$ cat src/design/smhs_pkg.sv
// Shared types and constants for the speed mode hysteresis select unit.
package smhs_pkg;

   localparam int CSR_INDEX_W = 3;
   localparam int CSR_DATA_W  = 16;
   localparam int COUNT_W     = 3;

   localparam logic [CSR_INDEX_W-1:0] CSR_NORMAL_SPEED        = 3'd0;
   localparam logic [CSR_INDEX_W-1:0] CSR_FAST_SPEED          = 3'd1;
   localparam logic [CSR_INDEX_W-1:0] CSR_ENTER_TTC_MS        = 3'd2;
   localparam logic [CSR_INDEX_W-1:0] CSR_EXIT_TTC_MS         = 3'd3;
   localparam logic [CSR_INDEX_W-1:0] CSR_ENTER_BEARING_CDEG  = 3'd4;
   localparam logic [CSR_INDEX_W-1:0] CSR_EXIT_BEARING_CDEG   = 3'd5;
   localparam logic [CSR_INDEX_W-1:0] CSR_ENTER_ATTITUDE_CDEG = 3'd6;
   localparam logic [CSR_INDEX_W-1:0] CSR_EXIT_ATTITUDE_CDEG  = 3'd7;

   localparam logic [15:0] RST_NORMAL_SPEED        = 16'd0;
   localparam logic [15:0] RST_FAST_SPEED          = 16'd0;
   localparam logic [15:0] RST_ENTER_TTC_MS        = 16'd500;
   localparam logic [15:0] RST_EXIT_TTC_MS         = 16'd200;
   localparam logic [14:0] RST_ENTER_BEARING_CDEG  = 15'd2400;
   localparam logic [14:0] RST_EXIT_BEARING_CDEG   = 15'd3000;
   localparam logic [15:0] RST_ENTER_ATTITUDE_CDEG = 16'd2000;
   localparam logic [15:0] RST_EXIT_ATTITUDE_CDEG  = 16'd3000;

   localparam logic signed [15:0] MIN_SPEED_MM_S      = 16'sd500;
   localparam logic signed [15:0] ENTER_YAW_RATE_DDPS = 16'sd600;
   localparam logic signed [15:0] EXIT_YAW_RATE_DDPS  = 16'sd1000;
   localparam logic signed [17:0] HALF_TURN_CDEG      = 18'sd18000;
   localparam logic signed [17:0] FULL_TURN_CDEG      = 18'sd36000;
   localparam logic [9:0]         MS_PER_S            = 10'd1000;

   typedef struct packed {
      logic              target_seen;
      logic [15:0]       target_distance_mm;
      logic signed [15:0] target_bearing_cdeg;
      logic signed [15:0] forward_speed_mm_s;
      logic signed [15:0] yaw_rate_ddps;
      logic signed [15:0] roll_cdeg;
      logic signed [15:0] pitch_cdeg;
      logic signed [15:0] yaw_cdeg;
      logic signed [15:0] roll_goal_cdeg;
      logic signed [15:0] pitch_goal_cdeg;
      logic signed [15:0] yaw_goal_cdeg;
   } req_type;

   typedef struct packed {
      logic [15:0] speed_command;
      logic        fast_mode;
   } rsp_type;

   typedef struct packed {
      logic [15:0] normal_speed;
      logic [15:0] fast_speed;
      logic [15:0] enter_ttc_ms;
      logic [15:0] exit_ttc_ms;
      logic [14:0] enter_bearing_cdeg;
      logic [14:0] exit_bearing_cdeg;
      logic [15:0] enter_attitude_cdeg;
      logic [15:0] exit_attitude_cdeg;
   } csr_type;

   typedef struct packed {
      logic        target_seen;
      logic [25:0] range_scaled;
      logic [30:0] enter_ttc_prod;
      logic [30:0] exit_ttc_prod;
      logic        bearing_enter_ok;
      logic        bearing_exit;
      logic        yaw_rate_enter_ok;
      logic        yaw_rate_exit;
      logic [31:0] roll_sq;
      logic [31:0] pitch_sq;
      logic [31:0] yaw_sq;
      logic [31:0] enter_att_sq;
      logic [31:0] exit_att_sq;
   } metric_type;

   typedef struct packed {
      logic               mode_fast;
      logic [COUNT_W-1:0] confirm_count;
   } status_type;

endpackage

$ cat src/design/smhs_measure.sv
// Product stage: scaled range, time-to-collision products, squared attitude errors.
module smhs_measure (
   input  logic                  clock,
   input  logic                  load,
   input  smhs_pkg::req_type     sample,
   input  smhs_pkg::csr_type     cfg,
   output smhs_pkg::metric_type  metric
);

   smhs_pkg::metric_type metric_ff;
   smhs_pkg::metric_type metric_in;

   logic signed [15:0] speed_clamped;
   logic [14:0]        speed_mag;
   logic signed [16:0] droll;
   logic signed [16:0] dpitch;
   logic signed [17:0] dyaw_raw;
   logic signed [17:0] dyaw;
   logic signed [33:0] roll_prod;
   logic signed [33:0] pitch_prod;
   logic signed [35:0] yaw_prod;
   logic signed [16:0] bearing_ext;

   always_comb begin
      speed_clamped = (sample.forward_speed_mm_s < smhs_pkg::MIN_SPEED_MM_S)
                      ? smhs_pkg::MIN_SPEED_MM_S : sample.forward_speed_mm_s;
      speed_mag     = speed_clamped[14:0];

      droll    = {sample.roll_cdeg[15], sample.roll_cdeg}
               - {sample.roll_goal_cdeg[15], sample.roll_goal_cdeg};
      dpitch   = {sample.pitch_cdeg[15], sample.pitch_cdeg}
               - {sample.pitch_goal_cdeg[15], sample.pitch_goal_cdeg};
      dyaw_raw = {{2{sample.yaw_cdeg[15]}}, sample.yaw_cdeg}
               - {{2{sample.yaw_goal_cdeg[15]}}, sample.yaw_goal_cdeg};
      if (dyaw_raw > smhs_pkg::HALF_TURN_CDEG) begin
         dyaw = dyaw_raw - smhs_pkg::FULL_TURN_CDEG;
      end else if (dyaw_raw < -smhs_pkg::HALF_TURN_CDEG) begin
         dyaw = dyaw_raw + smhs_pkg::FULL_TURN_CDEG;
      end else begin
         dyaw = dyaw_raw;
      end

      roll_prod  = droll * droll;
      pitch_prod = dpitch * dpitch;
      yaw_prod   = dyaw * dyaw;

      bearing_ext = {sample.target_bearing_cdeg[15], sample.target_bearing_cdeg};

      metric_in.target_seen    = sample.target_seen;
      metric_in.range_scaled   = sample.target_distance_mm * smhs_pkg::MS_PER_S;
      metric_in.enter_ttc_prod = cfg.enter_ttc_ms * speed_mag;
      metric_in.exit_ttc_prod  = cfg.exit_ttc_ms * speed_mag;
      metric_in.bearing_enter_ok =
         bearing_ext < $signed({2'b00, cfg.enter_bearing_cdeg});
      metric_in.bearing_exit =
         bearing_ext > $signed({2'b00, cfg.exit_bearing_cdeg});
      metric_in.yaw_rate_enter_ok =
         (sample.yaw_rate_ddps < smhs_pkg::ENTER_YAW_RATE_DDPS) &&
         (sample.yaw_rate_ddps > -smhs_pkg::ENTER_YAW_RATE_DDPS);
      metric_in.yaw_rate_exit =
         (sample.yaw_rate_ddps > smhs_pkg::EXIT_YAW_RATE_DDPS) ||
         (sample.yaw_rate_ddps < -smhs_pkg::EXIT_YAW_RATE_DDPS);
      metric_in.roll_sq      = roll_prod[31:0];
      metric_in.pitch_sq     = pitch_prod[31:0];
      metric_in.yaw_sq       = yaw_prod[31:0];
      metric_in.enter_att_sq = cfg.enter_attitude_cdeg * cfg.enter_attitude_cdeg;
      metric_in.exit_att_sq  = cfg.exit_attitude_cdeg * cfg.exit_attitude_cdeg;
   end

   always_ff @(posedge clock) begin
      if (load) begin
         metric_ff <= metric_in;
      end
   end

   assign metric = metric_ff;

endmodule

$ cat config.mk
export PLATFORM = sky130hd
export DESIGN_NAME = smhs_measure
export DESIGN_NICKNAME = d
export VERILOG_FILES = /design/src/design/smhs_pkg.sv /design/src/design/smhs_measure.sv
export SDC_FILE = /design/constraint.sdc
export NUM_CORES = 2
export LEC_CHECK = 0
export ABC_CLOCK_PERIOD_IN_PS = 10800
export BUFFER_PORTS_ARGS = -buffer_cell sky130_fd_sc_hd__buf_4
export CAP_MARGIN = 30
export CELL_PAD_IN_SITES_DETAIL_PLACEMENT = 1
export CELL_PAD_IN_SITES_GLOBAL_PLACEMENT = 2
export CORE_MARGIN = 2
export CORE_UTILIZATION = 30
export DETAILED_ROUTE_END_ITERATION = 6
export GPL_ROUTABILITY_DRIVEN = 0
export MAX_ROUTING_LAYER = met4
export PLACE_DENSITY_LB_ADDON = 0.1
export SYNTH_ARGS = -nofsm -noshare
export SYNTH_HDL_FRONTEND = slang
export SYNTH_SLANG_ARGS = --single-unit
export TNS_END_PERCENT = 30
$ cat constraint.sdc
create_clock -name clock -period 10.8 [get_ports clock]
set_input_delay 2.16 -clock clock [delete_from_list [all_inputs] [get_ports clock]]
set_output_delay 2.16 -clock clock [all_outputs]
set_load 0.005 [all_outputs]
==> metrics.md <==
| Metric | Value |
|---|---|
| Crit path capture | metric[95] |
| Number of synthesized register bits | 245 |
| IO Port Bufs | 501 |
| DRT iter0 DRCs | 1534 |
| Synthesis-to-finish area growth | 18.4% |
| Layout cell share with drive strength beyond 1 | 15.3% |
| Synth Area per Inst | 9.53 µm² |
| Grt total ovfl | 0 |
| Main flop type after synthesis | edfxtp_1 |
| Number of flip-flops under the largest register name | 245 |
| CTS Buffer Depth | 3 |
| Netlist cell types | 102 |
| Initial antenna violation count | 7 |
| Total wire length | 206000 µm |
| Worst Path Required | 11.21 ns |
| Via count | roughly 52000 |
| Critical Path Most Common Cell | fa_1 |
| Period utilization | between 90% and 100% |
| Worst Tran Pin Value | between 0.8 and 0.9 ns |
| Critical path's largest stage delay | 0.59 ns |
| CP endpoint kind | flop |
| RSZ-0062 raised after global routing | true |
| Die W | 492 µm |
| Total track usage | between 10% and 20% |
| # setup viols final | 0 |
| Max Clk Rate | 96.1 MHz |
| Crit path max fanout | 6 |
| Initial Util | ~30% |
| Antenna viol nets, final | 0 |
| Syn Inst Count | 7506 |
| Status | finished, final reports clean |
| CTS sink cnt | 245 |
| DIE HEIGHT | 492 µm |
| Layout filler cell count | 27300 |
| Clk pin slew, worst setup/hold paths | 0.06 ns |
| HPWL Detailed | 178000 µm |
| Num CTS Buffers | 43 |
| Wire per inst | 17.7 µm |
| Dpl cell area | a little over 80000 µm² |
| Max Cap Viol | 0 |
| Yosys warnings | 0 |
| Min Clock Period, post-route | approximately 10 ns |
| Part of the Yosys area used for sequential elements | 10.3% |
| Crit-path slowest cell | fa_2 |
| Pins Over Slew Limit | 0 |
| Share of the synthesized area in the top cell type | a little over two fifths |
| Final hold violation count | 0 |
| Yosys top cell by area | fa_1 |
| TritonCTS clock tree | yes |
| Post-synth EDFFs | 245 |
| Top-count cell post-synth | inv_1 |
| Post-route setup TNS | 0 ns |
| CP startpoint kind | input port |
| H-tree lvl count | 2 |
| Via density | about 4.5 |
| Post-synth top cells | inv_1, fa_1, ha_1 |
| Num rows | 179 |
| Core Footprint | around 240000 µm² |
| Mapped cell area | 71500 µm² |
| DRC Markers | 0 |
| # nets final | 11000 |
| Worst Path Arrival | 10.82 ns |
| Core Util, Final | 35.7% |
| Vias in the first global route | 60400 |
| Largest net degree at the start of global routing | 52 |
| First-pass GRT wire length | 336000 µm |
| Fin area | 84600 µm² |
| CP startpoint | sample[0] |
| DRT Pass-1 Iters | 5 |
| Area of the multi-input gates | approximately 56000 µm² |
| Die area | between 200000 and 250000 µm² |
| Sequential Area | about 7400 µm² |
| Asr flop ratio synth | 0% |
| Top cells by area, synth | fa_1, ha_1, inv_1, edfxtp_1, nand2_1 |
| Io pins | roughly 540 |
| HP Class | in -> reg |
| Crit Path Class | in -> reg |
| Root buffer cell | clkbuf_16 |
| Rel. slew slack | 45.5% |
-- cell type report --
class                           instances  share of cell area (%)
Timing Repair Buffer                 1090                    9.76
Inverter                             2013                    8.94
Antenna cell                            5                  0.0148
Multi-Input combinational cell       5040                    66.2
Sequential cell                       245                    8.69
Clock inverter                         30                   0.417
Tap cell                             3167                    4.68
Clock buffer                           46                    1.28
-- how the worst min path moves through the flow --
stage / start / end / depth (start not counted)
2_1_floorplan: cfg[0] / metric[0] / 0
3_3_place_gp: sample[160] / metric[252] / 1
3_5_place_dp: sample[160] / metric[252] / 1
4_1_cts: sample[160] / metric[252] / 1
5_1_grt: sample[160] / metric[252] / 1
6_report: sample[160] / metric[252] / 1
-- layer usage --
| layer | up-vias | GRT usage [%] | routed length [µm] |
|---|---|---|---|
| met3 | 121 | 1.79 | 5160 |
| met1 | 26900 | 23.1 | 93000 |
| li1 | 24500 | - | - |
| met5 | - | - | 0 |
| met4 | 0 | 2.86 | 3330 |
| met2 | 479 | 31.5 | 104000 |
-- logic make-up after synthesis --
logic type | share of synthesized area [%]
XOR/XNOR | 3.79
AO/OA/AOI/OAI | 5.88
adder cells (fa/ha/maj) | 56.3
multiplexers | 0.119
buffers and inverters | 11.8
other | 0.00524
flip-flops | 10.3
AND/OR/NAND/NOR | 11.8
-- repair_timing --
action | 4_1_cts | 5_1_grt
resized for setup | 7 | 62
hold buffers | 0 | 0
setup buffers | 0 | 6
pin swaps | 1 | 17
endpoints found under the setup margin | 1 | 12
gates cloned | 0 | 0
-- placed cells by master, fill, tap and decap left out, drive strengths merged, types with 84 or more instances in the layout --
master / n
nand2: 724
and2: 286
buf: 1090
inv: 2012
fa: 1529
edfxtp: 245
ha: 773
nor2: 387
a21o: 84
o21ai: 109
and3: 118
a21oi: 184
xnor2: 235
-- through the flow --
stage	std cells	setup slack, ns	hold slack [ns]
detailed placement	11500	-1.03	2.34
global route	11600	-0.00856	1.59
floorplan	7513	-0.0126	2.26
CTS	11600	0.0553	1.57
global placement	11500	-0.890	2.34
finish	11600	0.391	1.67
-- worst max-delay path: cells and delay by family --
kind	cells	cell delay [ns]
adders and majority gates	9	3.85
buffers and inverters	7	0.73
xor gates and xnor gates	2	0.59
and+or+nand+nor	6	1.20
AOI/OAI and AO/OA	13	2.27
Power is not shown: default switching activity piles up to over one toggle a cycle in this logic, so the estimate is an artifact.
