**src/design/smhs_pkg.sv**
```systemverilog
// Shared types and constants for the speed mode hysteresis select unit.
package smhs_pkg;

   localparam int CSR_INDEX_W = 3;
   localparam int CSR_DATA_W  = 16;
   localparam int COUNT_W     = 3;

   localparam logic [CSR_INDEX_W-1:0] CSR_NORMAL_SPEED        = 3'd0;
   localparam logic [CSR_INDEX_W-1:0] CSR_FAST_SPEED          = 3'd1;
   localparam logic [CSR_INDEX_W-1:0] CSR_ENTER_TTC_MS        = 3'd2;
   localparam logic [CSR_INDEX_W-1:0] CSR_EXIT_TTC_MS         = 3'd3;
   localparam logic [CSR_INDEX_W-1:0] CSR_ENTER_BEARING_CDEG  = 3'd4;
   localparam logic [CSR_INDEX_W-1:0] CSR_EXIT_BEARING_CDEG   = 3'd5;
   localparam logic [CSR_INDEX_W-1:0] CSR_ENTER_ATTITUDE_CDEG = 3'd6;
   localparam logic [CSR_INDEX_W-1:0] CSR_EXIT_ATTITUDE_CDEG  = 3'd7;

   localparam logic [15:0] RST_NORMAL_SPEED        = 16'd0;
   localparam logic [15:0] RST_FAST_SPEED          = 16'd0;
   localparam logic [15:0] RST_ENTER_TTC_MS        = 16'd500;
   localparam logic [15:0] RST_EXIT_TTC_MS         = 16'd200;
   localparam logic [14:0] RST_ENTER_BEARING_CDEG  = 15'd2400;
   localparam logic [14:0] RST_EXIT_BEARING_CDEG   = 15'd3000;
   localparam logic [15:0] RST_ENTER_ATTITUDE_CDEG = 16'd2000;
   localparam logic [15:0] RST_EXIT_ATTITUDE_CDEG  = 16'd3000;

   localparam logic signed [15:0] MIN_SPEED_MM_S      = 16'sd500;
   localparam logic signed [15:0] ENTER_YAW_RATE_DDPS = 16'sd600;
   localparam logic signed [15:0] EXIT_YAW_RATE_DDPS  = 16'sd1000;
   localparam logic signed [17:0] HALF_TURN_CDEG      = 18'sd18000;
   localparam logic signed [17:0] FULL_TURN_CDEG      = 18'sd36000;
   localparam logic [9:0]         MS_PER_S            = 10'd1000;

   typedef struct packed {
      logic              target_seen;
      logic [15:0]       target_distance_mm;
      logic signed [15:0] target_bearing_cdeg;
      logic signed [15:0] forward_speed_mm_s;
      logic signed [15:0] yaw_rate_ddps;
      logic signed [15:0] roll_cdeg;
      logic signed [15:0] pitch_cdeg;
      logic signed [15:0] yaw_cdeg;
      logic signed [15:0] roll_goal_cdeg;
      logic signed [15:0] pitch_goal_cdeg;
      logic signed [15:0] yaw_goal_cdeg;
   } req_type;

   typedef struct packed {
      logic [15:0] speed_command;
      logic        fast_mode;
   } rsp_type;

   typedef struct packed {
      logic [15:0] normal_speed;
      logic [15:0] fast_speed;
      logic [15:0] enter_ttc_ms;
      logic [15:0] exit_ttc_ms;
      logic [14:0] enter_bearing_cdeg;
      logic [14:0] exit_bearing_cdeg;
      logic [15:0] enter_attitude_cdeg;
      logic [15:0] exit_attitude_cdeg;
   } csr_type;

   typedef struct packed {
      logic        target_seen;
      logic [25:0] range_scaled;
      logic [30:0] enter_ttc_prod;
      logic [30:0] exit_ttc_prod;
      logic        bearing_enter_ok;
      logic        bearing_exit;
      logic        yaw_rate_enter_ok;
      logic        yaw_rate_exit;
      logic [31:0] roll_sq;
      logic [31:0] pitch_sq;
      logic [31:0] yaw_sq;
      logic [31:0] enter_att_sq;
      logic [31:0] exit_att_sq;
   } metric_type;

   typedef struct packed {
      logic               mode_fast;
      logic [COUNT_W-1:0] confirm_count;
   } status_type;

endpackage

```
**src/design/smhs_csr.sv**
```systemverilog
// Configuration register file for the speed mode selector.
module smhs_csr (
   input  logic                               clock,
   input  logic                               reset,
   input  logic                               csr_write_en,
   input  logic [smhs_pkg::CSR_INDEX_W-1:0]   csr_index,
   input  logic [smhs_pkg::CSR_DATA_W-1:0]    csr_data,
   output smhs_pkg::csr_type                  cfg
);

   smhs_pkg::csr_type cfg_ff;
   smhs_pkg::csr_type cfg_in;

   always_comb begin
      cfg_in = cfg_ff;
      if (csr_write_en) begin
         unique case (csr_index)
            smhs_pkg::CSR_NORMAL_SPEED:        cfg_in.normal_speed        = csr_data;
            smhs_pkg::CSR_FAST_SPEED:          cfg_in.fast_speed          = csr_data;
            smhs_pkg::CSR_ENTER_TTC_MS:        cfg_in.enter_ttc_ms        = csr_data;
            smhs_pkg::CSR_EXIT_TTC_MS:         cfg_in.exit_ttc_ms         = csr_data;
            smhs_pkg::CSR_ENTER_BEARING_CDEG:  cfg_in.enter_bearing_cdeg  = csr_data[14:0];
            smhs_pkg::CSR_EXIT_BEARING_CDEG:   cfg_in.exit_bearing_cdeg   = csr_data[14:0];
            smhs_pkg::CSR_ENTER_ATTITUDE_CDEG: cfg_in.enter_attitude_cdeg = csr_data;
            smhs_pkg::CSR_EXIT_ATTITUDE_CDEG:  cfg_in.exit_attitude_cdeg  = csr_data;
            default:                           cfg_in = cfg_ff;
         endcase
      end
   end

   always_ff @(posedge clock) begin
      if (reset) begin
         cfg_ff.normal_speed        <= smhs_pkg::RST_NORMAL_SPEED;
         cfg_ff.fast_speed          <= smhs_pkg::RST_FAST_SPEED;
         cfg_ff.enter_ttc_ms        <= smhs_pkg::RST_ENTER_TTC_MS;
         cfg_ff.exit_ttc_ms         <= smhs_pkg::RST_EXIT_TTC_MS;
         cfg_ff.enter_bearing_cdeg  <= smhs_pkg::RST_ENTER_BEARING_CDEG;
         cfg_ff.exit_bearing_cdeg   <= smhs_pkg::RST_EXIT_BEARING_CDEG;
         cfg_ff.enter_attitude_cdeg <= smhs_pkg::RST_ENTER_ATTITUDE_CDEG;
         cfg_ff.exit_attitude_cdeg  <= smhs_pkg::RST_EXIT_ATTITUDE_CDEG;
      end else begin
         cfg_ff <= cfg_in;
      end
   end

   assign cfg = cfg_ff;

endmodule

```
**config.mk**
```make
export PLATFORM = sky130hd
export DESIGN_NAME = smhs_csr
export DESIGN_NICKNAME = d
export VERILOG_FILES = /design/src/design/smhs_pkg.sv /design/src/design/smhs_csr.sv
export SDC_FILE = /design/constraint.sdc
export NUM_CORES = 1
export LEC_CHECK = 0
export BUFFER_PORTS_ARGS = -buffer_cell sky130_fd_sc_hd__buf_2
export CAP_MARGIN = 30
export CORE_MARGIN = 5
export CORE_UTILIZATION = 55
export DETAILED_ROUTE_END_ITERATION = 8
export GPL_TIMING_DRIVEN = 0
export PLACE_DENSITY = 0.85
export SYNTH_ARGS = -nofsm -noshare
export SYNTH_HDL_FRONTEND = slang
export SYNTH_SLANG_ARGS = --single-unit
```
**constraint.sdc**
```tcl
create_clock -name clock -period 4 [get_ports clock]
set_input_delay 0.8 -clock clock [delete_from_list [all_inputs] [get_ports clock]]
set_output_delay 0.8 -clock clock [all_outputs]
set_load 0.01 [all_outputs]
```
==> Flow_metrics.wiki <==
{| class="wikitable"
! Metric !! Value
|-
| Area fraction of the dominant cell type after synthesis || 0.513
|-
| Count of distinct cell types in the synthesized netlist || 15
|-
| H-tree depth || 4
|-
| Count of maximum capacitance violations || 0
|-
| Cell at the root of the clock tree || clkbuf_8
|-
| Worst path top cell family by delay || flip-flops
|-
| Cell taking the most area after synthesis || dfxtp_1
|-
| CP arrival || 1010 ps
|-
| Flops & latches, synth || 126
|-
| Number of rows created at floorplan || 34
|-
| Outcome || finished, final reports clean
|-
| Min-delay src || cfg[50]
|-
| Effective utilization at floorplan || 0.564
|-
| Pwr/cell area || 460 nW/um^2
|-
| Total routing usage reported by global routing || 0.238
|-
| Required time reported for the critical path endpoint || 3200 ps
|-
| Post-Route WL || 13.2 mm
|-
| Remaining DRCs || 0
|-
| Number of antenna cells inserted || 0
|-
| Filler cells || 620
|-
| Bufs on Longest Clock Path || 2
|-
| Commonest non-fill, non-tap cells in the layout || buf_2 (159), mux2i_1 (126), dfxtp_1 (126), nand2b_1 (109), nor2_1 (43)
|-
| Biggest fanout along the worst timing path || 2
|-
| Category of the worst setup path launch point || flip-flop
|-
| Netlist Area Pre-Place || about 5000 sq um
|-
| Unrepaired setup endpoints after global routing || false
|-
| Worst supply voltage drop on vdd || 0.326 mV
|-
| Synthesized area per cell || roughly 11 sq um
|-
| Net Count, Synth || 474
|-
| Fmax achieved || about 550 MHz
|-
| Final critical path time including I/O delays and setup || between 1500 and 2000 ps
|-
| Worst slew margin || 0.598
|-
| Antenna violation net count after detailed routing || 0
|-
| Total buffers and inverters traversed by the critical path || 1
|-
| Worst Clk Skew || 0 ps
|-
| Total negative slack for setup checks || 0 ps
|-
| Post-CTS Setup Repair Bufs || 0
|-
| Largest cells by area after synthesis || dfxtp_1 (51%), mux2i_1 (26%), nand2b_1 (14%), nor2_1 (3.3%), buf_2 (1.6%)
|-
| Via count of the first global-routing pass || 4010
|-
| Std-Cell Core Area || 8720 sq um
|-
| Hold Slack || 473 ps
|-
| Switching power || 0.687 mW
|-
| Antenna violations before repair || 0
|-
| Global-route wire length before repair || about 21 mm
|-
| DPL Wire Length || 9.56 mm
|-
| Fraction of power consumed by the clock network || 0.487
|-
| Ys Warns || 0
|-
| Layout Nets || between 600 and 700
|-
| Max-slew violation total from the final report || 0
|-
| Critical path class || reg -> out
|-
| Number of CTS-inserted buffers || 17
|-
| Setup-violating endpoint count in the final report || 0
|-
| Average wire per cell in the routed design || about 18 um
|-
| Overall via count from detail_route || ~3800
|-
| Combinational group share of total power || 0.066
|-
| Cell with the biggest individual delay on the critical path || dfxtp_1
|-
| Post-cts sizing count || 0
|-
| Start point of the critical path || cfg[116]
|-
| Total number of clock tree sinks || 126
|-
| Largest net degree at the start of global routing || 17
|-
| Gr ovfl total || 0
|-
| Class of the tightest hold or removal check || reg -> reg
|-
| Signed area change from the synthesized netlist to the final layout || 28.6%
|-
| Fin. Hold Viols || 0
|-
| Horizontal die dimension || between 100 and 150 um
|-
| Multi-input logic area || 2190 sq um
|-
| Count of input and output buffers || 143
|-
| Quantity of hold-fixing buffers added after cts || 0
|-
| Final period util || 0.453
|-
| Crit. End Element || output port
|-
| Routability congestion estimate || between 0.8 and 0.9
|-
| Sequential-to-total area share from yosys stat || 0.513
|-
| Pint || 2.22 mW
|-
| Count of TritonRoute iterations in the first routing pass || 4
|-
| Total Die Area || 10900 sq um
|-
| Net switching fraction of the power || 0.236
|-
| Post-detailed-route via-to-cell ratio || 5.21
|-
| Leak Pwr || 3.30 nW
|-
| Sequential share of power || 0.447
|-
| Least-Margin Pin Slew || 602 ps
|-
| Final WS setup || 2190 ps
|-
| Clock insertion delay at the later pin of the skew report || 500 ps
|-
| Flip-flop count of the largest register after layout || around 130
|-
| Crit path largest cell delay || 360 ps
|-
| Clock-pin slew of the registers on the worst-case setup and hold paths || around 60 ps
|-
| Leading cell type in the layout, fill and taps excluded || buf_2
|-
| Startpoint of the lowest-slack register-to-register path || cfg[12]
|-
| Die height || 105 um
|-
| Combined flip-flop and latch cell area || 2520 sq um
|-
| Critical Path, Cell by Cell || buf_2
|-
| Clock tree from TritonCTS || done
|-
| Cells after synthesis || 452
|-
| Number of DRC violations after detailed-routing iteration 0 || 84
|-
| Post-Place Worst Slack || between 1500 and 2000 ps
|-
| Share of final-layout standard cells stronger than drive strength 1 || 0.312
|-
| IO Pins || roughly 150
|}
==> cell usage after synthesis <==
master / instances
buf_1: 2
buf_12: 1
buf_2: 16
buf_4: 1
buf_6: 2
clkbuf_1: 17
dfxtp_1: 126
mux2i_1: 126
nand2b_1: 109
nand4_1: 1
nand4b_1: 3
nand4bb_1: 2
nor2_1: 43
nor4bb_1: 2
or4b_4: 1
==> through the flow <==
| step | util | power (mW) | cells | cell area (sq um) |
|---|---|---|---|---|
| 4_1_cts | 0.725 | 2.93 | 734 | 6320 |
| 3_5_place_dp | 0.661 | 1.52 | 703 | 5770 |
| 5_1_grt | 0.725 | 3.00 | 734 | 6320 |
| 3_3_place_gp | 0.661 | 1.51 | 703 | 5770 |
| 6_report | 0.725 | 2.91 | 734 | 6320 |
| 2_1_floorplan | - | 1.44 | 452 | 4920 |
==> logic make-up after synthesis <==
| group | share of synthesized area |
|---|---|
| muxes | 0.256 |
| DFF | 0.513 |
| buffers and inverters | 0.0410 |
| and+or+nand+nor | 0.190 |
==> power by group through the flow <==
| stage | Clock, mW | Sequential [mW] | Combinational, mW |
|---|---|---|---|
| 3_5_place_dp | 0 | 1.33 | 0.192 |
| 6_report | 1.41 | 1.30 | 0.193 |
| 5_1_grt | 1.49 | 1.30 | 0.208 |
| 2_1_floorplan | 0 | 1.34 | 0.105 |
| 3_3_place_gp | 0 | 1.32 | 0.187 |
| 4_1_cts | 1.43 | 1.30 | 0.194 |
==> path summary, 6_finish.rpt <==
kind | to | slack, ps | depth (start not counted)
hold reg to reg | cfg[50] | 470 | 2
hold / removal | cfg[50] | 470 | 2
setup / recovery | cfg[116] | 2190 | 1
setup reg to reg | cfg[12] | 3350 | 2
==> layout make-up <==
cell class              instances  area share
well taps                     108      0.0214
clock inverters                12      0.0182
clock buffers                  19      0.0698
multi-input cells             287       0.347
repair buffers                143       0.113
flip-flops and latches        126       0.399
plain buffers                  39      0.0318
==> metal layers <==
layer / part of all wire / global-route usage
met1: 0.41 / 0.273
met2: 0.49 / 0.409
met3: 0.081 / 0.0875
met4: 0.017 / 0.0823
met5: 0 / 0
Note: power is estimated with default switching activity, not from simulation.
