[src/design/smhs_pkg.sv]
// Shared types and constants for the speed mode hysteresis select unit.
package smhs_pkg;

   localparam int CSR_INDEX_W = 3;
   localparam int CSR_DATA_W  = 16;
   localparam int COUNT_W     = 3;

   localparam logic [CSR_INDEX_W-1:0] CSR_NORMAL_SPEED        = 3'd0;
   localparam logic [CSR_INDEX_W-1:0] CSR_FAST_SPEED          = 3'd1;
   localparam logic [CSR_INDEX_W-1:0] CSR_ENTER_TTC_MS        = 3'd2;
   localparam logic [CSR_INDEX_W-1:0] CSR_EXIT_TTC_MS         = 3'd3;
   localparam logic [CSR_INDEX_W-1:0] CSR_ENTER_BEARING_CDEG  = 3'd4;
   localparam logic [CSR_INDEX_W-1:0] CSR_EXIT_BEARING_CDEG   = 3'd5;
   localparam logic [CSR_INDEX_W-1:0] CSR_ENTER_ATTITUDE_CDEG = 3'd6;
   localparam logic [CSR_INDEX_W-1:0] CSR_EXIT_ATTITUDE_CDEG  = 3'd7;

   localparam logic [15:0] RST_NORMAL_SPEED        = 16'd0;
   localparam logic [15:0] RST_FAST_SPEED          = 16'd0;
   localparam logic [15:0] RST_ENTER_TTC_MS        = 16'd500;
   localparam logic [15:0] RST_EXIT_TTC_MS         = 16'd200;
   localparam logic [14:0] RST_ENTER_BEARING_CDEG  = 15'd2400;
   localparam logic [14:0] RST_EXIT_BEARING_CDEG   = 15'd3000;
   localparam logic [15:0] RST_ENTER_ATTITUDE_CDEG = 16'd2000;
   localparam logic [15:0] RST_EXIT_ATTITUDE_CDEG  = 16'd3000;

   localparam logic signed [15:0] MIN_SPEED_MM_S      = 16'sd500;
   localparam logic signed [15:0] ENTER_YAW_RATE_DDPS = 16'sd600;
   localparam logic signed [15:0] EXIT_YAW_RATE_DDPS  = 16'sd1000;
   localparam logic signed [17:0] HALF_TURN_CDEG      = 18'sd18000;
   localparam logic signed [17:0] FULL_TURN_CDEG      = 18'sd36000;
   localparam logic [9:0]         MS_PER_S            = 10'd1000;

   typedef struct packed {
      logic              target_seen;
      logic [15:0]       target_distance_mm;
      logic signed [15:0] target_bearing_cdeg;
      logic signed [15:0] forward_speed_mm_s;
      logic signed [15:0] yaw_rate_ddps;
      logic signed [15:0] roll_cdeg;
      logic signed [15:0] pitch_cdeg;
      logic signed [15:0] yaw_cdeg;
      logic signed [15:0] roll_goal_cdeg;
      logic signed [15:0] pitch_goal_cdeg;
      logic signed [15:0] yaw_goal_cdeg;
   } req_type;

   typedef struct packed {
      logic [15:0] speed_command;
      logic        fast_mode;
   } rsp_type;

   typedef struct packed {
      logic [15:0] normal_speed;
      logic [15:0] fast_speed;
      logic [15:0] enter_ttc_ms;
      logic [15:0] exit_ttc_ms;
      logic [14:0] enter_bearing_cdeg;
      logic [14:0] exit_bearing_cdeg;
      logic [15:0] enter_attitude_cdeg;
      logic [15:0] exit_attitude_cdeg;
   } csr_type;

   typedef struct packed {
      logic        target_seen;
      logic [25:0] range_scaled;
      logic [30:0] enter_ttc_prod;
      logic [30:0] exit_ttc_prod;
      logic        bearing_enter_ok;
      logic        bearing_exit;
      logic        yaw_rate_enter_ok;
      logic        yaw_rate_exit;
      logic [31:0] roll_sq;
      logic [31:0] pitch_sq;
      logic [31:0] yaw_sq;
      logic [31:0] enter_att_sq;
      logic [31:0] exit_att_sq;
   } metric_type;

   typedef struct packed {
      logic               mode_fast;
      logic [COUNT_W-1:0] confirm_count;
   } status_type;

endpackage

[src/design/smhs_decide.sv]
// Decision stage: threshold tests, confirmation counter, mode and result register.
module smhs_decide #(
   parameter int CONFIRM_COUNT = 6
) (
   input  logic                  clock,
   input  logic                  reset,
   input  logic                  advance,
   input  smhs_pkg::metric_type  metric,
   input  smhs_pkg::csr_type     cfg,
   output smhs_pkg::rsp_type     rsp_data,
   output smhs_pkg::status_type  status
);

   localparam logic [smhs_pkg::COUNT_W-1:0] CONFIRM_LIMIT =
      smhs_pkg::COUNT_W'(CONFIRM_COUNT);

   logic                           mode_ff;
   logic                           mode_in;
   logic [smhs_pkg::COUNT_W-1:0]   count_ff;
   logic [smhs_pkg::COUNT_W-1:0]   count_in;
   smhs_pkg::rsp_type              rsp_ff;
   smhs_pkg::rsp_type              rsp_in;

   logic [33:0]                    sq_sum;
   logic [30:0]                    range_ext;
   logic                           enter_met;
   logic                           exit_met;
   logic                           met;
   logic [smhs_pkg::COUNT_W-1:0]   count_inc;

   always_comb begin
      sq_sum    = {2'b00, metric.roll_sq} + {2'b00, metric.pitch_sq}
                + {2'b00, metric.yaw_sq};
      range_ext = {5'd0, metric.range_scaled};
      enter_met = (range_ext > metric.enter_ttc_prod) && metric.bearing_enter_ok &&
                  metric.yaw_rate_enter_ok && (sq_sum < {2'b00, metric.enter_att_sq});
      exit_met  = (range_ext < metric.exit_ttc_prod) || metric.bearing_exit ||
                  metric.yaw_rate_exit || (sq_sum > {2'b00, metric.exit_att_sq});
      met       = mode_ff ? exit_met : enter_met;
      count_inc = count_ff + 1'b1;

      mode_in  = mode_ff;
      count_in = count_ff;
      if (advance) begin
         if (!metric.target_seen || !met) begin
            count_in = '0;
         end else if ((count_inc >= CONFIRM_LIMIT) || (count_inc == '0)) begin
            mode_in  = ~mode_ff;
            count_in = '0;
         end else begin
            count_in = count_inc;
         end
      end

      rsp_in.speed_command = mode_in ? cfg.fast_speed : cfg.normal_speed;
      rsp_in.fast_mode     = mode_in;
   end

   always_ff @(posedge clock) begin
      if (reset) begin
         mode_ff  <= 1'b0;
         count_ff <= '0;
      end else begin
         mode_ff  <= mode_in;
         count_ff <= count_in;
      end
   end

   always_ff @(posedge clock) begin
      if (advance) begin
         rsp_ff <= rsp_in;
      end
   end

   assign rsp_data             = rsp_ff;
   assign status.mode_fast     = mode_ff;
   assign status.confirm_count = count_ff;

endmodule

[config.mk]
export PLATFORM = sky130hd
export DESIGN_NAME = smhs_decide
export DESIGN_NICKNAME = d
export VERILOG_FILES = /design/src/design/smhs_pkg.sv /design/src/design/smhs_decide.sv
export SDC_FILE = /design/constraint.sdc
export NUM_CORES = 1
export LEC_CHECK = 0
export BUFFER_PORTS_ARGS = -buffer_cell sky130_fd_sc_hd__buf_2
export CAP_MARGIN = 10
export CORE_AREA = 2 2 157 159
export DETAILED_ROUTE_END_ITERATION = 12
export DIE_AREA = 0 0 159 161
export GPL_TIMING_DRIVEN = 0
export PLACE_DENSITY = 0.5
export SLEW_MARGIN = 25
export SYNTH_ARGS = -nofsm -noshare
export SYNTH_HDL_FRONTEND = slang
export SYNTH_SLANG_ARGS = --single-unit
export TNS_END_PERCENT = 100
[constraint.sdc]
create_clock -name clock -period 6.16 [get_ports clock]
set_input_delay 0.308 -clock clock [delete_from_list [all_inputs] [get_ports clock]]
set_output_delay 0.308 -clock clock [all_outputs]
set_load 0.03 [all_outputs]
==> flow_summary.toml, run 1 <==
[floorplanning]
row_count = 57
core_um2 = 23960
fp.dieW_um = 159
dieHeight_um = 161
pin_count = 403
start_util = 0.2548
die-area_um2 = 25600

[logic_synthesis]
netlist.top_cell.by_area = "ha_1"
synth_top_area_share = 0.3033
async_flop_share = 0
syn_area_um2 = 6106
synth_area_leaders = "ha_1 30%, fa_1 11%, edfxtp_1 8.4%, inv_1 7.7%, a21oi_1 5.0%"
ys_seq_area_frac = 0.09672
synth_cells = 715
ys.flop_type = "edfxtp_1"
synth.distinct_cells = 60
syn_avg_cell_area_um2 = 8.540
ys_ff_latch = 21
synth_edf_count = 17
syn_nets = 1278
synth_warnings = 0

[route]
wl_met3_um = 972
ant_nets = 0
met1Wirelength_mm = 9.106
route.detailed.drc = 0
wl_per_cell_um = 14.28
firstDrtPassIters = 6
routed_wl_mm = 19.35
drtIter0Drc = 201
routed_via_density = 4.506
met2_wirelength_mm = 9.079
vias = 6105
top_layer_used = "met4"

[worst_setup_path]
worstPathRequired_ns = 6.16
critPathMaxFanout = 8
rr_worst_depth = 9
startpoint_type = "input port"
slowest_delay_ns = 0.47
arrival_ns = 5.81
crit_slowest_cell = "fa_1"
r2r_start = "mode_ff$_SDFF_PP0_"
worst-path-buf-inv = 2
rr_endpoint = "rsp_data[4]$_DFFE_PP_"
cp-end-kind = "register"
critPathTopFamily = "compound AO/OA/AOI/OAI gates"
rrSetupSlack_ns = 3.70
crit_type = "input port to register"
crit_chain = "buf_2 > fa_1 > ha_1 > fa_1 > a211oi_2 > o21ai_1 > a31oi_4 > o2111ai_4 > a31oi_2 > o21ai_1 > a21o_1 > a21oi_1 > xnor2_1 > ha_1 > nand4_1 > nor4_1 > a41o_1 > a21oi_1 > o32ai_4 > nand3_1 > a2bb2oi_2 > o21ai_4 > buf_12 > mux2_2"

[clock_network]
clk_latency_ns = 0.25
numClockSinks = 21
clk_path_buf_depth = 2
cts_buffers = 3
clk_pin_slew_ns = 0.06
cts_tree = "yes"
cts_hold_buf = 0
root_buffer = "clkbuf_16"
cts.htree.levels = 1

[cells_and_area]
multiInputGateArea_um2 = 5035
utilization = 0.3424
register_area_um2 = 590.6
final_cell_mix = "308 x buf_2, 148 x ha_1, 125 x inv_1"
fill_cells = 2587
insertedDiodeCount = 0
final_common_cell = "buf_2"
layout-drive-gt1-share = 0.3375
syn2layout_area_growth_pct = 34.39
layout.cells.non_filler = 1355
nets = 1595

[placed_design]
dp.cells = 1347
dp_hpwl_mm = 17.92
io_buffers = 308
finalWeightedCongestion = 0.8281

[global_route]
antenna_found_initial = 0
overflow = 0
grt_use_total = 0.1456
grt_pass1_wl_mm = 30.67
grt_max_degree = 21
grt_pass1_vias = 6108

[timing]
setup_viol = 0
hold_viol = 0
slew_headroom = 0.5994
fmax_mhz = 172.4
maxSlewViolCount = 0
worst_slew_pin_slew_ns = 0.5958
finalCriticalPeriod_ns = 5.801
setup_tns_ns = 0
fin_hold_ws_ns = 0.2406
grt_setup_unrepaired = "no"
layout_worst_path_cycle_share = 0.9417
clock_skew_ns = 0.004152

[power]
clkPwrFrac = 0.093
power_uw = 1472
vdd_drop_max_v = 0.00009789
power.density_nw_per_um2 = 179.4
p_comb_frac = 0.795
sw_frac_of_total = 0.4719
seq_power_share = 0.112
p_int_uw = 777.1
p_sw_uw = 694.5
leakage_uw = 0.004518

[hold_path]
worstHoldPathCells = 2
hold_class = "input port to register"
min-delay-start = "reset"
hold_end = "mode_ff$_SDFF_PP0_"

[status]
status = "finished, final reports clean"

[job]
max-cap-violations = 0
==> layout make-up <==
cell class	instances	share of cell area
Multi-Input combinational cell	565	0.6136
Timing Repair Buffer	312	0.1930
Sequential cell	21	0.07197
Inverter	125	0.05718
Tap cell	324	0.04941
Clock buffer	4	0.009607
Buffer	4	0.005185
==> layer usage <==
metal / vias to the layer above / GRT usage
met3: 14 / 0.01952
met1: 2704 / 0.1964
li1: 3201 / -
met4: 0 / 0.01612
met2: 186 / 0.2561
met5: - / 0
==> synthesized netlist by cell type, types with 2 or more instances <==
| cell | number |
|---|---|
| mux2_2 | 8 |
| a41o_1 | 2 |
| o31ai_1 | 2 |
| inv_1 | 125 |
| a21o_1 | 32 |
| fa_1 | 33 |
| a211oi_1 | 10 |
| a31oi_1 | 6 |
| nor4_1 | 3 |
| a21oi_1 | 61 |
| mux2_4 | 9 |
| nand3b_1 | 2 |
| and4_1 | 3 |
| nand4_1 | 15 |
| a2111o_1 | 2 |
| nand2b_1 | 8 |
| nor3_1 | 11 |
| nor2b_1 | 5 |
| and2_1 | 2 |
| xnor2_1 | 19 |
| o211ai_1 | 4 |
| a311o_1 | 2 |
| o21ai_1 | 3 |
| and3_1 | 5 |
| a221oi_1 | 3 |
| o21a_1 | 4 |
| edfxtp_1 | 17 |
| or4_1 | 3 |
| nand2_1 | 39 |
| nor2_1 | 33 |
| o21ai_0 | 35 |
| a211oi_2 | 2 |
| ha_1 | 148 |
| nor4b_1 | 2 |
| a2111oi_0 | 3 |
| a311oi_1 | 2 |
| nand3_1 | 17 |
| xor2_1 | 7 |
| dfxtp_1 | 4 |
| a211o_1 | 2 |
| o21bai_1 | 3 |
==> what timing repair did <==
action                     4_1_cts  5_1_grt
pin swaps                        2        2
setup endpoints to repair       16       16
gates resized for setup          1        4
buffers inserted                 3        1
==> metrics by stage <==
stage / instance area (µm²) / worst slack, ns
2_1_floorplan: 6106 / 0.7290
3_5_place_dp: 8053 / -0.5741
6_report: 8205 / 0.3593
5_1_grt: 8205 / 0.03297
3_3_place_gp: 8053 / -0.5448
4_1_cts: 8162 / 0.02840
==> worst reg2reg max path: stages, from the launching register on <==
cell and delay, ns:
dfxtp_1 0.36, nor2_1 0.12, nand3_1 0.08, a2111oi_0 0.35, o211ai_1 0.16, a21oi_1 0.23, nand4b_4 0.15, o21ai_4 0.26
buf_12 0.16, mux2_2 0.34
==> power groups by stage <==
stage	clock network, µW	logic, µW	registers, µW
3_5_place_dp	0	1150	168
4_1_cts	141	1180	165
6_report	137	1170	165
2_1_floorplan	0	778	187
3_3_place_gp	0	1140	167
5_1_grt	146	1340	166
==> cells by family after synthesis <==
kind of cell | count (synthesis) | synth area share
compound gates | 190 | 0.2080
fa+ha+maj | 181 | 0.4115
simple gates | 151 | 0.1258
buf+inv | 129 | 0.08381
xor+xnor | 26 | 0.03730
flops | 21 | 0.09672
mux | 17 | 0.03689
==> flip-flops by register name (all words and copies together), names as in the netlist <==
name	cells
count_ff	3
mode_ff	1
rsp_data	17
==> how the worst max path moves through the flow <==
| stage | start | endpoint | slack (ns) | cells after the start |
|---|---|---|---|---|
| 6_report | metric[65] | rsp_data[4]$_DFFE_PP_ | 0.36 | 24 |
| 5_1_grt | metric[65] | rsp_data[4]$_DFFE_PP_ | 0.03 | 24 |
| 4_1_cts | metric[65] | rsp_data[13]$_DFFE_PP_ | 0.03 | 24 |
| 3_5_place_dp | metric[65] | rsp_data[13]$_DFFE_PP_ | -0.57 | 23 |
| 3_3_place_gp | metric[65] | rsp_data[9]$_DFFE_PP_ | -0.54 | 23 |
| 2_1_floorplan | metric[65] | rsp_data[10]$_DFFE_PP_ | 0.73 | 23 |
Power figures use the tool's default switching activity.
==> run 2: changes to the inputs <==
--- a/config.mk
+++ b/config.mk
@@ -7,11 +7,12 @@
 export LEC_CHECK = 0
 export BUFFER_PORTS_ARGS = -buffer_cell sky130_fd_sc_hd__buf_2
 export CAP_MARGIN = 10
-export CORE_AREA = 2 2 157 159
+export CORE_AREA = 2 2 155 157
+export CTS_BUF_LIST = sky130_fd_sc_hd__clkbuf_8
 export DETAILED_ROUTE_END_ITERATION = 12
-export DIE_AREA = 0 0 159 161
+export DIE_AREA = 0 0 157 159
 export GPL_TIMING_DRIVEN = 0
-export PLACE_DENSITY = 0.5
+export PLACE_DENSITY = 0.51
 export SLEW_MARGIN = 25
 export SYNTH_ARGS = -nofsm -noshare
 export SYNTH_HDL_FRONTEND = slang
==> flow_summary.toml, run 2 (synthesis gave the netlist of run 1 again) <==
[status]
status = "finished, final reports clean"

[floorplanning]
dieHeight_um = 159
core_um2 = 23190
pin_count = 403
fp.dieW_um = 157
die-area_um2 = 24960
start_util = 0.2633
row_count = 56

[power]
power.density_nw_per_um2 = 174.5
leakage_uw = 0.004517
vdd_drop_max_v = 0.00008112

[timing]
grt_setup_unrepaired = "no"
hold_viol = 0
layout_worst_path_cycle_share = 0.9331
slew_headroom = 0.5854
maxSlewViolCount = 0
setup_tns_ns = 0
finalCriticalPeriod_ns = 5.748
fmax_mhz = 174.0
worst_slew_pin_slew_ns = 0.6166
setup_viol = 0
clock_skew_ns = 0.006259

[global_route]
grt_use_total = 0.1494
grt_max_degree = 21
overflow = 0
grt_pass1_vias = 6217
antenna_found_initial = 1
grt_pass1_wl_mm = 30.29

[route]
route.detailed.drc = 0
vias = 6056
firstDrtPassIters = 5
routed_wl_mm = 19.22
ant_nets = 0
drtIter0Drc = 156
routed_via_density = 4.476
wl_per_cell_um = 14.21

[clock_network]
clk_pin_slew_ns = 0.08
numClockSinks = 21
root_buffer = "clkbuf_8"
clk_path_buf_depth = 2
cts.htree.levels = 1
cts_hold_buf = 0
cts_buffers = 3
cts_tree = "yes"
clk_latency_ns = 0.26

[worst_setup_path]
crit_type = "input port to register"
worstPathRequired_ns = 6.17
cp-end-kind = "register"
worst-path-buf-inv = 3
crit_slowest_cell = "fa_1"
critPathTopFamily = "compound AO/OA/AOI/OAI gates"
arrival_ns = 5.76
crit_chain = "buf_2 > fa_1 > ha_1 > fa_1 > a211oi_2 > o21ai_1 > a31oi_4 > o2111ai_4 > a31oi_4 > o21ai_1 > nand2b_1 > a311oi_1 > xor2_1 > buf_4 > ha_1 > a211o_1 > a221oi_2 > nand2_1 > o32ai_4 > nand3_1 > a2bb2oi_2 > o21ai_4 > buf_12 > mux2_4"
slowest_delay_ns = 0.48
critPathMaxFanout = 10
startpoint_type = "input port"

[cells_and_area]
final_common_cell = "buf_2"
fill_cells = 2452
nets = 1597
largest_reg_flops = 17
syn2layout_area_growth_pct = 34.16
layout-drive-gt1-share = 0.3408
stdcell_area_um2 = 8192
final_cell_mix = "308 x buf_2, 148 x ha_1, 126 x inv_1"

[placed_design]
dp_hpwl_mm = 17.79
dpl_cell_area_um2 = 8046
io_buffers = 308
finalWeightedCongestion = 0.7875

[hold_path]
hold_class = "input port to register"

[job]
max-cap-violations = 0
run 2: power by group:
part | switching [µW] | internal (µW) | total [µW]
combinational | 646 | 531 | 1180
sequential | 1.67 | 163 | 164
clock | 43.2 | 44.4 | 87.6
total | 691 | 738 | 1430
run 2: area by class of cell:
type,count,area [µm²],share of cell area
inverter,125,469.2,0.05728
sequential,21,590.6,0.07209
timing repair buffer,314,1587,0.1937
antenna,1,2.502,0.0003055
buffer,4,42.54,0.005193
multi-input combinational,565,5056,0.6172
clock inverter,1,3.754,0.0004582
tap,319,399.1,0.04872
clock buffer,3,41.29,0.005040
run 2: per-stage QoR:
step	setup WS, ns	hold slack, ns	power (µW)	cells	utilization
floorplan	0.7290	0.3796	964.6	715	-
global placement	-0.5828	0.4765	1304	1342	0.3469
detailed placement	-0.5100	0.4818	1312	1342	0.3469
CTS	0.01171	0.2146	1419	1347	0.3495
global route	0.01878	0.2322	1626	1352	0.3531
finish	0.4120	0.2243	1429	1353	0.3532
run 2: timing repair:
action                                  CTS  global route
buffers inserted                          1             5
endpoints found under the setup margin   16            18
gates resized for setup                   1             7
pin swaps                                 1             4
run 2: routing by layer:
layer | wire [µm] | global-route usage | vias up
met5 | 0 | 0 | -
met4 | 214 | 0.01960 | 0
met3 | 973 | 0.01497 | 14
met2 | 8966 | 0.2632 | 177
met1 | 9070 | 0.2012 | 2658
li1 | - | - | 3207
run 2: path summary, 6_finish.rpt:
kind                                  from                        to  slack, ns  depth (start not counted)
setup / recovery                metric[65]    rsp_data[15]$_DFFE_PP_       0.41                         24
hold / removal                       reset        mode_ff$_SDFF_PP0_       0.22                          2
setup reg to reg        mode_ff$_SDFF_PP0_    rsp_data[15]$_DFFE_PP_       3.64                          9
hold reg to reg   count_ff[2]$_SDFFE_PP0P_  count_ff[2]$_SDFFE_PP0P_       0.49                          2
run 2: worst register-to-register path, cell delays in order, from the launching register on:
cell	delay, ns
dfxtp_1	0.37
nor2_1	0.12
nand3_1	0.09
a2111oi_0	0.32
o211ai_1	0.15
a21oi_1	0.23
nand4b_4	0.15
o21ai_4	0.36
buf_12	0.20
mux2_4	0.30
